<file path="src/hdl/cssu_pkg.sv">
package cssu_pkg;

   localparam int TimeoutWidth = 20;
   localparam int ByteWidth    = 8;
   localparam int CountWidth   = 3;
   localparam int ElapsedWidth = 21;
   localparam int CsrDataWidth = 20;
   localparam int CsrIndexWidth = 1;

   localparam logic [TimeoutWidth-1:0] TimeoutReset = TimeoutWidth'(500);
   localparam logic [ElapsedWidth-1:0] ElapsedMax   = {ElapsedWidth{1'b1}};
   localparam logic [CountWidth-1:0]   LastBit      = {CountWidth{1'b1}};

   typedef enum logic [1:0] {
      CMD_TICK  = 2'd0,
      CMD_RISE  = 2'd1,
      CMD_FALL  = 2'd2,
      CMD_WRITE = 2'd3
   } cmd_type;

   typedef enum logic [CsrIndexWidth-1:0] {
      CSR_TIMEOUT = 1'b0,
      CSR_IDLE    = 1'b1
   } csr_index_type;

   typedef struct packed {
      logic [TimeoutWidth-1:0] timeout_us;
      logic [ByteWidth-1:0]    idle_byte;
   } cfg_type;

   typedef struct packed {
      cmd_type              command;
      logic                 serial_in;
      logic [ByteWidth-1:0] tx_data;
   } req_item_type;

   typedef struct packed {
      logic                 serial_out;
      logic                 byte_done;
      logic [ByteWidth-1:0] rx_byte;
   } rsp_item_type;

   // handshake between the input register and the core
   typedef struct packed {
      logic         valid;
      req_item_type item;
   } stage_type;

endpackage

</file>
<file path="src/hdl/cssu_channels.sv">
interface cssu_req_if;
   logic                           valid;
   logic                           ready;
   cssu_pkg::cmd_type              command;
   logic                           serial_in;
   logic [cssu_pkg::ByteWidth-1:0] tx_data;

   modport source (output valid, output command, output serial_in, output tx_data,
                   input ready);
   modport sink   (input valid, input command, input serial_in, input tx_data,
                   output ready);
endinterface

interface cssu_rsp_if;
   logic                           valid;
   logic                           ready;
   logic                           serial_out;
   logic                           byte_done;
   logic [cssu_pkg::ByteWidth-1:0] rx_byte;

   modport source (output valid, output serial_out, output byte_done, output rx_byte,
                   input ready);
   modport sink   (input valid, input serial_out, input byte_done, input rx_byte,
                   output ready);
endinterface

</file>
<file path="src/hdl/cssu_csr_regs.sv">
module cssu_csr_regs (
   input  logic                                 clock,
   input  logic                                 reset,
   input  logic                                 csr_write_enable,
   input  logic [cssu_pkg::CsrIndexWidth-1:0]   csr_index,
   input  logic [cssu_pkg::CsrDataWidth-1:0]    csr_write_data,
   output cssu_pkg::cfg_type                    cfg
);
   import cssu_pkg::*;

   cfg_type cfg_ff, cfg_in;

   always_comb begin
      cfg_in = cfg_ff;
      if (csr_write_enable) begin
         unique case (csr_index_type'(csr_index))
            CSR_TIMEOUT: cfg_in.timeout_us = csr_write_data[TimeoutWidth-1:0];
            CSR_IDLE:    cfg_in.idle_byte  = csr_write_data[ByteWidth-1:0];
            default:     cfg_in = cfg_ff;
         endcase
      end
   end

   always_ff @(posedge clock) begin
      if (reset) begin
         cfg_ff.timeout_us <= TimeoutReset;
         cfg_ff.idle_byte  <= '0;
      end else begin
         cfg_ff <= cfg_in;
      end
   end

   assign cfg = cfg_ff;

endmodule

</file>
<file path="src/hdl/cssu_in_stage.sv">
module cssu_in_stage (
   input  logic                clock,
   input  logic                reset,
   cssu_req_if.sink            req_ch,
   input  logic                take,
   output cssu_pkg::stage_type stage
);
   import cssu_pkg::*;

   logic         valid_ff, valid_in;
   req_item_type item_ff, item_in;
   logic         accept;

   assign req_ch.ready = !valid_ff || take;
   assign accept       = req_ch.valid && req_ch.ready;

   always_comb begin
      valid_in = valid_ff;
      item_in  = item_ff;
      if (accept) begin
         valid_in          = 1'b1;
         item_in.command   = req_ch.command;
         item_in.serial_in = req_ch.serial_in;
         item_in.tx_data   = req_ch.tx_data;
      end else if (take) begin
         valid_in = 1'b0;
      end
   end

   always_ff @(posedge clock) begin
      if (reset) begin
         valid_ff <= 1'b0;
      end else begin
         valid_ff <= valid_in;
      end
   end

   always_ff @(posedge clock) begin
      item_ff <= item_in;
   end

   assign stage.valid = valid_ff;
   assign stage.item  = item_ff;

endmodule

</file>
<file path="src/hdl/cssu_core.sv">
module cssu_core (
   input  logic                clock,
   input  logic                reset,
   input  cssu_pkg::cfg_type   cfg,
   input  cssu_pkg::stage_type stage,
   output logic                take,
   cssu_rsp_if.source          rsp_ch
);
   import cssu_pkg::*;

   logic [ByteWidth-1:0]    rx_shift_ff, rx_shift_in;
   logic [CountWidth-1:0]   bit_count_ff, bit_count_in;
   logic [ByteWidth-1:0]    tx_shift_ff, tx_shift_in;
   logic [ByteWidth-1:0]    pending_byte_ff, pending_byte_in;
   logic                    pending_valid_ff, pending_valid_in;
   logic [ElapsedWidth-1:0] elapsed_ff, elapsed_in;
   logic                    out_level_ff, out_level_in;
   logic                    out_valid_ff, out_valid_in;
   rsp_item_type            rsp_ff, rsp_in;

   logic                    timed_out;
   logic [ByteWidth-1:0]    rx_base;
   logic [CountWidth-1:0]   count_base;

   // move the held item on when the result slot is free or being emptied
   assign take = stage.valid && (!out_valid_ff || rsp_ch.ready);

   assign timed_out  = elapsed_ff > {1'b0, cfg.timeout_us};
   assign rx_base    = timed_out ? '0 : rx_shift_ff;
   assign count_base = timed_out ? '0 : bit_count_ff;

   always_comb begin
      rx_shift_in      = rx_shift_ff;
      bit_count_in     = bit_count_ff;
      tx_shift_in      = tx_shift_ff;
      pending_byte_in  = pending_byte_ff;
      pending_valid_in = pending_valid_ff;
      elapsed_in       = elapsed_ff;
      out_level_in     = out_level_ff;
      rsp_in           = rsp_ff;
      out_valid_in     = out_valid_ff && !rsp_ch.ready;
      if (take) begin
         out_valid_in     = 1'b1;
         rsp_in.byte_done = 1'b0;
         rsp_in.rx_byte   = '0;
         unique case (stage.item.command)
            CMD_TICK: begin
               if (elapsed_ff != ElapsedMax) begin
                  elapsed_in = elapsed_ff + ElapsedWidth'(1);
               end
            end
            CMD_RISE: begin
               elapsed_in   = '0;
               rx_shift_in  = {rx_base[ByteWidth-2:0], stage.item.serial_in};
               bit_count_in = count_base + CountWidth'(1);
               if (count_base == LastBit) begin
                  // byte boundary: reload transmit from pending or idle
                  if (pending_valid_ff) begin
                     tx_shift_in      = pending_byte_ff;
                     pending_valid_in = 1'b0;
                  end else begin
                     tx_shift_in = cfg.idle_byte;
                  end
                  rsp_in.byte_done = 1'b1;
                  rsp_in.rx_byte   = rx_shift_in;
               end
            end
            CMD_FALL: begin
               out_level_in = tx_shift_ff[ByteWidth-1];
               tx_shift_in  = {tx_shift_ff[ByteWidth-2:0], 1'b0};
            end
            CMD_WRITE: begin
               if (bit_count_ff == '0) begin
                  tx_shift_in      = stage.item.tx_data;
                  pending_valid_in = 1'b0;
               end else begin
                  pending_byte_in  = stage.item.tx_data;
                  pending_valid_in = 1'b1;
               end
            end
            default: ;
         endcase
         rsp_in.serial_out = out_level_in;
      end
   end

   always_ff @(posedge clock) begin
      if (reset) begin
         rx_shift_ff      <= '0;
         bit_count_ff     <= '0;
         tx_shift_ff      <= '0;
         pending_byte_ff  <= '0;
         pending_valid_ff <= 1'b0;
         elapsed_ff       <= '0;
         out_level_ff     <= 1'b0;
         out_valid_ff     <= 1'b0;
      end else begin
         rx_shift_ff      <= rx_shift_in;
         bit_count_ff     <= bit_count_in;
         tx_shift_ff      <= tx_shift_in;
         pending_byte_ff  <= pending_byte_in;
         pending_valid_ff <= pending_valid_in;
         elapsed_ff       <= elapsed_in;
         out_level_ff     <= out_level_in;
         out_valid_ff     <= out_valid_in;
      end
   end

   always_ff @(posedge clock) begin
      rsp_ff <= rsp_in;
   end

   assign rsp_ch.valid      = out_valid_ff;
   assign rsp_ch.serial_out = rsp_ff.serial_out;
   assign rsp_ch.byte_done  = rsp_ff.byte_done;
   assign rsp_ch.rx_byte    = rsp_ff.rx_byte;

   a_take_fills_slot: assert property (@(posedge clock) disable iff (reset)
      take |=> out_valid_ff)
      else $error("result slot not filled after item taken");

   a_done_at_boundary: assert property (@(posedge clock) disable iff (reset)
      (take && stage.item.command == CMD_RISE) |=>
         (rsp_ff.byte_done == (bit_count_ff == '0)) && (elapsed_ff == '0))
      else $error("byte completion and bit count disagree");

   a_level_only_on_fall: assert property (@(posedge clock) disable iff (reset)
      !(take && stage.item.command == CMD_FALL) |=> $stable(out_level_ff))
      else $error("serial output moved without a falling edge");

   a_pending_cleared_idle: assert property (@(posedge clock) disable iff (reset)
      (take && stage.item.command == CMD_WRITE && bit_count_ff == '0)
         |=> !pending_valid_ff)
      else $error("pending byte kept after write between bytes");

endmodule

</file>
<file path="src/hdl/clocked_serial_slave_shifter_unit.sv">
// Serial slave shifter, MSB first, driven by sampled clock edges and a
// microsecond tick delivered as items. Each item (tick, rising edge, falling
// edge or host write) yields exactly one result holding the current output
// level and, on the eighth rising edge, the received byte. One item is taken
// every clock cycle unless results stall; an item waits in the input
// register until the result slot is free or being emptied, the combinational
// state update computes its result, and the result register holds it. The
// user must write timeout and idle byte through the csr port only while no
// item is in flight; the block itself does not enforce it.
module clocked_serial_slave_shifter_unit (
   input  logic                               clock,
   input  logic                               reset,
   cssu_req_if.sink                           req_ch,
   cssu_rsp_if.source                         rsp_ch,
   input  logic                               csr_write_enable,
   input  logic [cssu_pkg::CsrIndexWidth-1:0] csr_index,
   input  logic [cssu_pkg::CsrDataWidth-1:0]  csr_write_data
);
   import cssu_pkg::*;

   cfg_type   cfg;
   stage_type stage;
   logic      take;

   cssu_csr_regs u_csr (
      .clock            (clock),
      .reset            (reset),
      .csr_write_enable (csr_write_enable),
      .csr_index        (csr_index),
      .csr_write_data   (csr_write_data),
      .cfg              (cfg)
   );

   cssu_in_stage u_in (
      .clock  (clock),
      .reset  (reset),
      .req_ch (req_ch),
      .take   (take),
      .stage  (stage)
   );

   cssu_core u_core (
      .clock  (clock),
      .reset  (reset),
      .cfg    (cfg),
      .stage  (stage),
      .take   (take),
      .rsp_ch (rsp_ch)
   );

endmodule

</file>
<file path="src/flat_wrapper.sv">
// flat-port wrapper written by rule: the top's interface ports become plain ports
module clocked_serial_slave_shifter_unit_flat import cssu_pkg::*;
  (clock, reset, csr_write_enable, csr_index, csr_write_data, req_ch_valid, req_ch_command, req_ch_serial_in, req_ch_tx_data, req_ch_ready, rsp_ch_valid, rsp_ch_serial_out, rsp_ch_byte_done, rsp_ch_rx_byte, rsp_ch_ready);
  cssu_req_if req_ch_i ();
  cssu_rsp_if rsp_ch_i ();
  input  logic clock;
  input  logic reset;
  input  logic csr_write_enable;
  input  logic [cssu_pkg::CsrIndexWidth-1:0] csr_index;
  input  logic [cssu_pkg::CsrDataWidth-1:0] csr_write_data;
  input wire logic [$bits(req_ch_i.valid)-1:0] req_ch_valid;
  input wire logic [$bits(req_ch_i.command)-1:0] req_ch_command;
  input wire logic [$bits(req_ch_i.serial_in)-1:0] req_ch_serial_in;
  input wire logic [$bits(req_ch_i.tx_data)-1:0] req_ch_tx_data;
  output wire logic [$bits(req_ch_i.ready)-1:0] req_ch_ready;
  output wire logic [$bits(rsp_ch_i.valid)-1:0] rsp_ch_valid;
  output wire logic [$bits(rsp_ch_i.serial_out)-1:0] rsp_ch_serial_out;
  output wire logic [$bits(rsp_ch_i.byte_done)-1:0] rsp_ch_byte_done;
  output wire logic [$bits(rsp_ch_i.rx_byte)-1:0] rsp_ch_rx_byte;
  input wire logic [$bits(rsp_ch_i.ready)-1:0] rsp_ch_ready;
  assign req_ch_i.valid = req_ch_valid;
  assign req_ch_i.command = req_ch_command;
  assign req_ch_i.serial_in = req_ch_serial_in;
  assign req_ch_i.tx_data = req_ch_tx_data;
  assign req_ch_ready = req_ch_i.ready;
  assign rsp_ch_valid = rsp_ch_i.valid;
  assign rsp_ch_serial_out = rsp_ch_i.serial_out;
  assign rsp_ch_byte_done = rsp_ch_i.byte_done;
  assign rsp_ch_rx_byte = rsp_ch_i.rx_byte;
  assign rsp_ch_i.ready = rsp_ch_ready;
  clocked_serial_slave_shifter_unit u_core (.clock(clock), .reset(reset), .req_ch(req_ch_i), .rsp_ch(rsp_ch_i), .csr_write_enable(csr_write_enable), .csr_index(csr_index), .csr_write_data(csr_write_data));
endmodule
</file>
<file path="config.mk">
export PLATFORM = sky130hd
export DESIGN_NAME = clocked_serial_slave_shifter_unit_flat
export DESIGN_NICKNAME = d
export VERILOG_FILES = /design/src/hdl/cssu_pkg.sv /design/src/hdl/cssu_channels.sv /design/src/hdl/cssu_csr_regs.sv /design/src/hdl/cssu_in_stage.sv /design/src/hdl/cssu_core.sv /design/src/hdl/clocked_serial_slave_shifter_unit.sv /design/src/flat_wrapper.sv
export SDC_FILE = /design/constraint.sdc
export NUM_CORES = 1
export LEC_CHECK = 0
export BUFFER_PORTS_ARGS = -buffer_cell sky130_fd_sc_hd__buf_2
export CAP_MARGIN = 20
export CELL_PAD_IN_SITES_DETAIL_PLACEMENT = 1
export CELL_PAD_IN_SITES_GLOBAL_PLACEMENT = 1
export CORE_ASPECT_RATIO = 0.75
export CORE_MARGIN = 2
export CORE_UTILIZATION = 47
export CTS_BUF_LIST = sky130_fd_sc_hd__clkbuf_4
export DETAILED_ROUTE_END_ITERATION = 12
export GPL_TIMING_DRIVEN = 0
export PLACE_DENSITY = 0.89
export SLEW_MARGIN = 20
export SYNTH_ARGS = -nofsm -noshare
export SYNTH_HDL_FRONTEND = slang
export SYNTH_SLANG_ARGS = --single-unit
export TNS_END_PERCENT = 10
</file>
<file path="constraint.sdc">
create_clock -name clock -period 3.77 [get_ports clock]
set_input_delay 0.754 -clock clock [delete_from_list [all_inputs] [get_ports clock]]
set_output_delay 0.754 -clock clock [all_outputs]
set_load 0.03 [all_outputs]
</file>
---- After elaboration in Yosys (flattened, before gate mapping) ----
Cells that the tools add are included.
storage, ports and cells
  input port bits ......................... 37
  register bits after elaboration ......... 100
  logic and storage cells ................. 68
  output and inout port bits .............. 12
cells by class
  reduce and logical (&&, ||, !) cells .... 22
  order comparisons ....................... 1
  bitwise operators ....................... 2
  add/sub/neg operators ................... 2
  equality and inequality tests ........... 8
  mux-type cells .......................... 16
operators by type and width
  kind                                                              count
  21-bit case mux with 2 select lines                               1
  8-bit two-way mux                                                 3
  8-bit case mux with 3 select lines                                1
  21-bit by 1-bit adder with 21-bit output (second input constant)  1
  21-bit by 20-bit greater-than comparator with 1-bit output        1
  21-bit two-way mux                                                1
  21-bit != test (second input constant)                            1
  9-bit two-way mux                                                 1
  3-bit AND reduction                                               3
  2-bit AND reduction                                               4
  7-bit two-way mux                                                 1
  1-bit two-way mux                                                 6
  2-bit != test (second input constant)                             3
  2-bit nonzero test                                                3
  2-bit == test (second input constant)                             2
  4-bit AND reduction                                               1
  3-bit by 1-bit adder with 3-bit output (second input constant)    1
  3-bit == test (second input constant)                             1
  1-bit logical AND                                                 3
  1-bit logical NOT                                                 3
  3-bit logical NOT                                                 1
  3-bit two-way mux                                                 1
  3-bit nonzero test                                                1
  2-bit by 1-bit == test with 1-bit output (second input constant)  1
  other kinds (4)                                                   6

---- Depth between registers and ports, before layout ----
  depth after elaboration ................. 6
  mapped depth ............................ 15
  depth with buffers taken out ............ 13

---- By module ----
A second synthesis with hierarchy kept.
second synthesis, totals
  cells, all modules ...................... 522
  area, all modules ....................... 5006.1 µm²
modules (own cells, without submodules)
  module         seq. area each (µm²)  area an instance (µm²)  instances  cells each
  cssu_core      1301.2                3402.0                  1          383
  cssu_csr_regs  560.5                 1211.2                  1          122
  cssu_in_stage  350.3                 392.9                   1          17

---- Worst setup path before layout ----
No wires, ideal clock.
  path type ............................... reg-to-reg
  start point ............................. register u_core.u_core.elapsed_ff[2]
  end point ............................... register u_core.u_core.tx_shift_ff[7]
  clock period less this slack ............ 2.818 ns
  slack ................................... 0.952 ns
  stages on the path, launching flop included .. 15
  buffers on the path ..................... 2
  setup time .............................. 0.128 ns
  required time ........................... 3.642 ns
  arrival ................................. 2.691 ns
  cell sequence ........................... dfxtp_1 -> ha_1 -> and4b_1 -> o21a_1 -> o2111ai_1 -> nand4_1 -> clkbuf_1 -> a21boi_0 -> ha_1 -> ha_1 -> and2_1 -> o21a_1 -> buf_2 -> mux2i_1 -> nor2_1
between the ends
  cells in the longest elaborated chain, start to end .. 5
ends and longest elaborated chain
  what                                                        RTL line          RTL
  start, declared                                             cssu_core.sv:16   logic [ElapsedWidth-1:0] elapsed_ff, elapsed_in;
  start signal, assigned                                      cssu_core.sv:103  elapsed_ff <= elapsed_in;
  21-bit by 20-bit greater-than comparator with 1-bit output  cssu_core.sv:28   assign timed_out = elapsed_ff > {1'b0, cfg.timeout_us};
  3-bit two-way mux                                           cssu_core.sv:30   assign count_base = timed_out ? '0 : bit_count_ff;
  3-bit == test                                               cssu_core.sv:56   if (count_base == LastBit) begin
  2-bit != test (no line)                                     -
  4-bit AND reduction (no line)                               -
  end signal, assigned                                        cssu_core.sv:100  tx_shift_ff <= tx_shift_in;
  end, declared                                               cssu_core.sv:13   logic [ByteWidth-1:0] tx_shift_ff, tx_shift_in;
Every way passes these cells.
A chain may end at the register's enable or synchronous reset.

---- Final worst setup path ----
  start point ............................. register u_core.u_core.elapsed_ff[2]
  end point ............................... register u_core.u_core.tx_shift_ff[0]
The elaborated chain is that of the path after synthesis.

==> results.tsv <==
metric	value	unit
result of the run	complete, no violations	
# setup viols final	0	
number of buffers between clock root and the deepest sink	2	
Area growth, synth to finish	11.3	%
overall via count from detail_route	4063	
slowest stage delay, CP	0.48	ns
power density over the cells	357	mW/mm2
vias in the first global route	4223	
residual antenna-violating net count after detailed routing	0	
die span in x	120	um
Port Buffers	47	
fin crit share	92.2	%
buffer type at the clock tree root	sky130_fd_sc_hd__clkbuf_4	
global-route wire length before repair	21200	um
count of distinct cell types in the synthesized netlist	52	
Gate Count Post-Synth	520	
capture endpoint of the worst hold path	u_core.u_in.stage[7]	
Seq pwr share	60.4	%
die area	0.0110	mm2
Worst-Margin Slew	0.745	ns
net count reported at finish	639	
number of slew-limit violations in the final report	0	
row count	31	
routed length per instance	17.5	um
Buf+Inv Stages, Crit Path	2	
worst min-delay path class	in2reg	
crit path launch type	register	
Primary FF master, synth	sky130_fd_sc_hd__dfxtp_1	
Max Clock Freq	0.288	GHz
Slew Limit Headroom	50.4	%
RSZ-0062 raised after global routing	no	
sort of element at the end of the critical path	register	
type of the worst setup path	reg2reg	
number of synthesized flops with an enable pin	21	
Reg2Reg Launch Point	u_core.u_core.elapsed_ff[2]	
number of buffers added for setup after CTS	0	
max-capacitance violation count	0	
Hold Path Depth	1	
combined area of all synthesized cells	0.00476	mm2
maximum clock skew at final layout	0.0144	ns
overall fraction of global-route tracks in use	24.4	%
weighted congestion reported at the end of routability-driven placement	0.907	
LEAKAGE	2.07	nW
leading cell types in the layout, fill and taps excluded	79 x sky130_fd_sc_hd__dfxtp_1, 54 x sky130_fd_sc_hd__nand2_1, 48 x sky130_fd_sc_hd__nor2_1, 48 x sky130_fd_sc_hd__buf_2, 44 x sky130_fd_sc_hd__a21oi_1	
share of the synthesized area in the top cell type	33.2	%
H-tree levels	3	
worst hold path startpoint	req_ch_tx_data[7]	
combinational fraction of design power	9.2	%
clock share of power	30.5	%
clock tree from TritonCTS	built	
total core area	0.00974	mm2
Mapped Nets	581	
later-pin clock latency in the skew report	0.45	ns
leading post-synthesis cells by cell area	sky130_fd_sc_hd__dfxtp_1 33%, sky130_fd_sc_hd__edfxtp_1 13%, sky130_fd_sc_hd__ha_1 6.3%, sky130_fd_sc_hd__mux2i_1 5.3%, sky130_fd_sc_hd__a21oi_1 4.6%	
Synth Register Bits	100	
Reg clk slew, reported paths	0.16	ns
final-layout setup total negative slack	0	ns
FF-to-FF setup slack	0.29	ns
P_int	1.40	mW
synthesized area per cell	9.15	um2
largest fanout of any net on the critical path	10	
Hold Violations, Final	0	
die boundary height	91.2	um
initial cell density of the core	48.9	%
cell breakdown of the critical path	ha_1 > and4b_1 > o21a_1 > o2111ai_1 > nand4_1 > clkbuf_2 > a21boi_0 > ha_1 > ha_1 > and2_1 > o21a_1 > buf_2 > mux2i_1 > nor2_1	
number of sinks driven by the clock tree	100	
Slowest-stage cell, CP	sky130_fd_sc_hd__dfxtp_1	
Post-DP Area	0.00516	mm2
cell taking the most area after synthesis	sky130_fd_sc_hd__dfxtp_1	
estimated wirelength of the detail-placed design	9500	um
Yosys warnings	0	
capturing point of the worst reg2reg path	u_core.u_core.tx_shift_ff[0]	
most common cell after layout, fill and taps aside	sky130_fd_sc_hd__dfxtp_1	
critical path arrival	3.82	ns
Peak supply drop	0.000230	V
total grt overflow	0	
count of TritonRoute iterations in the first routing pass	4	
required time worst endpoint	4.12	ns
most used cell, CP	sky130_fd_sc_hd__ha_1	
FF-to-FF path depth	14	
fraction of layout instances using a drive strength above 1	12.7	%
I/O pin count	49	
fraction of synthesis flops using an asynchronous set or reset pin	0	%
via-per-instance ratio	5.68	
sequential area share after synthesis	46.5	%
initial antenna violation count	0	
cell family with most CP delay	compound AO/OA/AOI/OAI gates	
number of remaining DRC errors	0	
share of total power consumed by net switching	26.0	%
reported net switching power	0.491	mW
ant diodes	0	
routed wire length	12500	um
violation count after the first detailed-route iteration	235	
final critical delay including setup and external delays	3.48	ns
pin count of the biggest net entering global routing	17	
total non-filler cell area in the finished layout	0.00530	mm2
clock buffers created by TritonCTS	9	
-- flip-flops by register name, indices dropped and copies added, names as in the netlist --
signal                           cells
u_core.u_core.tx_shift_ff            8
u_core.u_core.rsp_ch.rx_byte         8
u_core.u_core.rsp_ch.valid           1
u_core.u_core.rsp_ch.byte_done       1
u_core.u_core.rx_shift_ff            7
u_core.u_core.out_level_ff           1
u_core.u_core.rsp_ch.serial_out      1
u_core.u_core.elapsed_ff            21
u_core.u_csr.cfg                    28
u_core.u_in.stage                   11
u_core.u_core.bit_count_ff           3
u_core.u_in.valid_ff                 1
u_core.u_core.pending_valid_ff       1
u_core.u_core.pending_byte_ff        8
-- power groups by stage --
stage / clock (mW) / combinational (mW) / sequential (mW)
after global placement: 0 / 0.161 / 1.16
after floorplan: 0 / 0.104 / 1.17
after CTS: 0.587 / 0.174 / 1.14
after global routing: 0.636 / 0.195 / 1.14
after detailed placement: 0 / 0.172 / 1.16
final: 0.576 / 0.173 / 1.14
-- area by class of cell --
cell class / instances / area, um2
fill: 1160 / 4440
multi-input combinational: 361 / 2320
sequential: 100 / 2210
timing repair buffer: 47 / 235
tap: 132 / 165
buffer: 30 / 123
inverter: 29 / 109
clock buffer: 10 / 75.1
clock inverter: 6 / 61.3
-- through the flow --
stage | total power, mW | util [%] | worst slack (ns) | cells | hold slack (ns)
5_1_grt | 1.97 | 54.4 | 0.0108 | 715 | 0.421
6_report | 1.89 | 54.4 | 0.293 | 715 | 0.458
4_1_cts | 1.90 | 54.4 | 0.238 | 715 | 0.442
3_3_place_gp | 1.32 | 53.0 | 0.560 | 699 | 0.446
3_5_place_dp | 1.34 | 53.0 | 0.292 | 699 | 0.446
2_1_floorplan | 1.27 | - | 0.952 | 520 | 0.432
-- per-layer routing --
metal	wire, um	up-vias	global-route usage (%)
met5	0	-	0
met4	189	0	7.35
met3	523	17	5.34
met2	5940	79	39.9
met1	5830	1994	32.3
li1	-	1973	-
-- cell usage after synthesis (6+ instances only) --
cell type                  count
sky130_fd_sc_hd__nor2_1       48
sky130_fd_sc_hd__nor2b_1      11
sky130_fd_sc_hd__a211oi_1     18
sky130_fd_sc_hd__dfxtp_1      79
sky130_fd_sc_hd__ha_1         24
sky130_fd_sc_hd__edfxtp_1     21
sky130_fd_sc_hd__xnor2_1      12
sky130_fd_sc_hd__a32oi_1       6
sky130_fd_sc_hd__clkbuf_1     25
sky130_fd_sc_hd__a21oi_1      44
sky130_fd_sc_hd__nand3_1      25
sky130_fd_sc_hd__nand2_1      54
sky130_fd_sc_hd__nand4_1       8
sky130_fd_sc_hd__mux2i_1      25
sky130_fd_sc_hd__o21ai_0      11
sky130_fd_sc_hd__a211o_1       6
sky130_fd_sc_hd__inv_1        29
-- cells by family after synthesis --
logic type                 after synthesis  synth area share (%)
and+or+nand+nor                        186                  19.2
AOI/OAI and AO/OA                      112                  15.2
DFF                                    100                  46.5
buffers and inverters                   59                  4.84
muxes                                   27                  5.73
adders and majority gates               24                  6.31
xor gates and xnor gates                12                  2.21
-- worst max-delay path by stage --
stage	startpoint	to	slack [ns]	cells after the start
after global placement	u_core.u_csr.cfg[27]	u_core.u_core.tx_shift_ff[2]	0.56	15
after detailed placement	u_core.u_core.elapsed_ff[2]	u_core.u_core.tx_shift_ff[0]	0.29	14
after CTS	u_core.u_core.elapsed_ff[2]	u_core.u_core.tx_shift_ff[0]	0.24	14
final	u_core.u_core.elapsed_ff[2]	u_core.u_core.tx_shift_ff[0]	0.29	14
after floorplan	u_core.u_core.elapsed_ff[2]	u_core.u_core.tx_shift_ff[7]	0.95	14
after global routing	u_core.u_core.elapsed_ff[2]	u_core.u_core.tx_shift_ff[4]	0.01	14
-- worst reg2reg max path: cells and delay by family (launching register included) --
| family | cells | cell delay, ns |
|---|---|---|
| buffers and inverters | 2 | 0.54 |
| AO/OA/AOI/OAI | 4 | 0.76 |
| multiplexers | 1 | 0.25 |
| flip-flops | 1 | 0.48 |
| AND/OR/NAND/NOR | 4 | 0.68 |
| adder cells (fa/ha/maj) | 3 | 0.67 |
-- timing repair --
action / in CTS / in global routing
setup endpoints to repair: 0 / 6
resized for setup: 0 / 2
hold buffers: 0 / 0
Power figures use the tool's default switching activity.
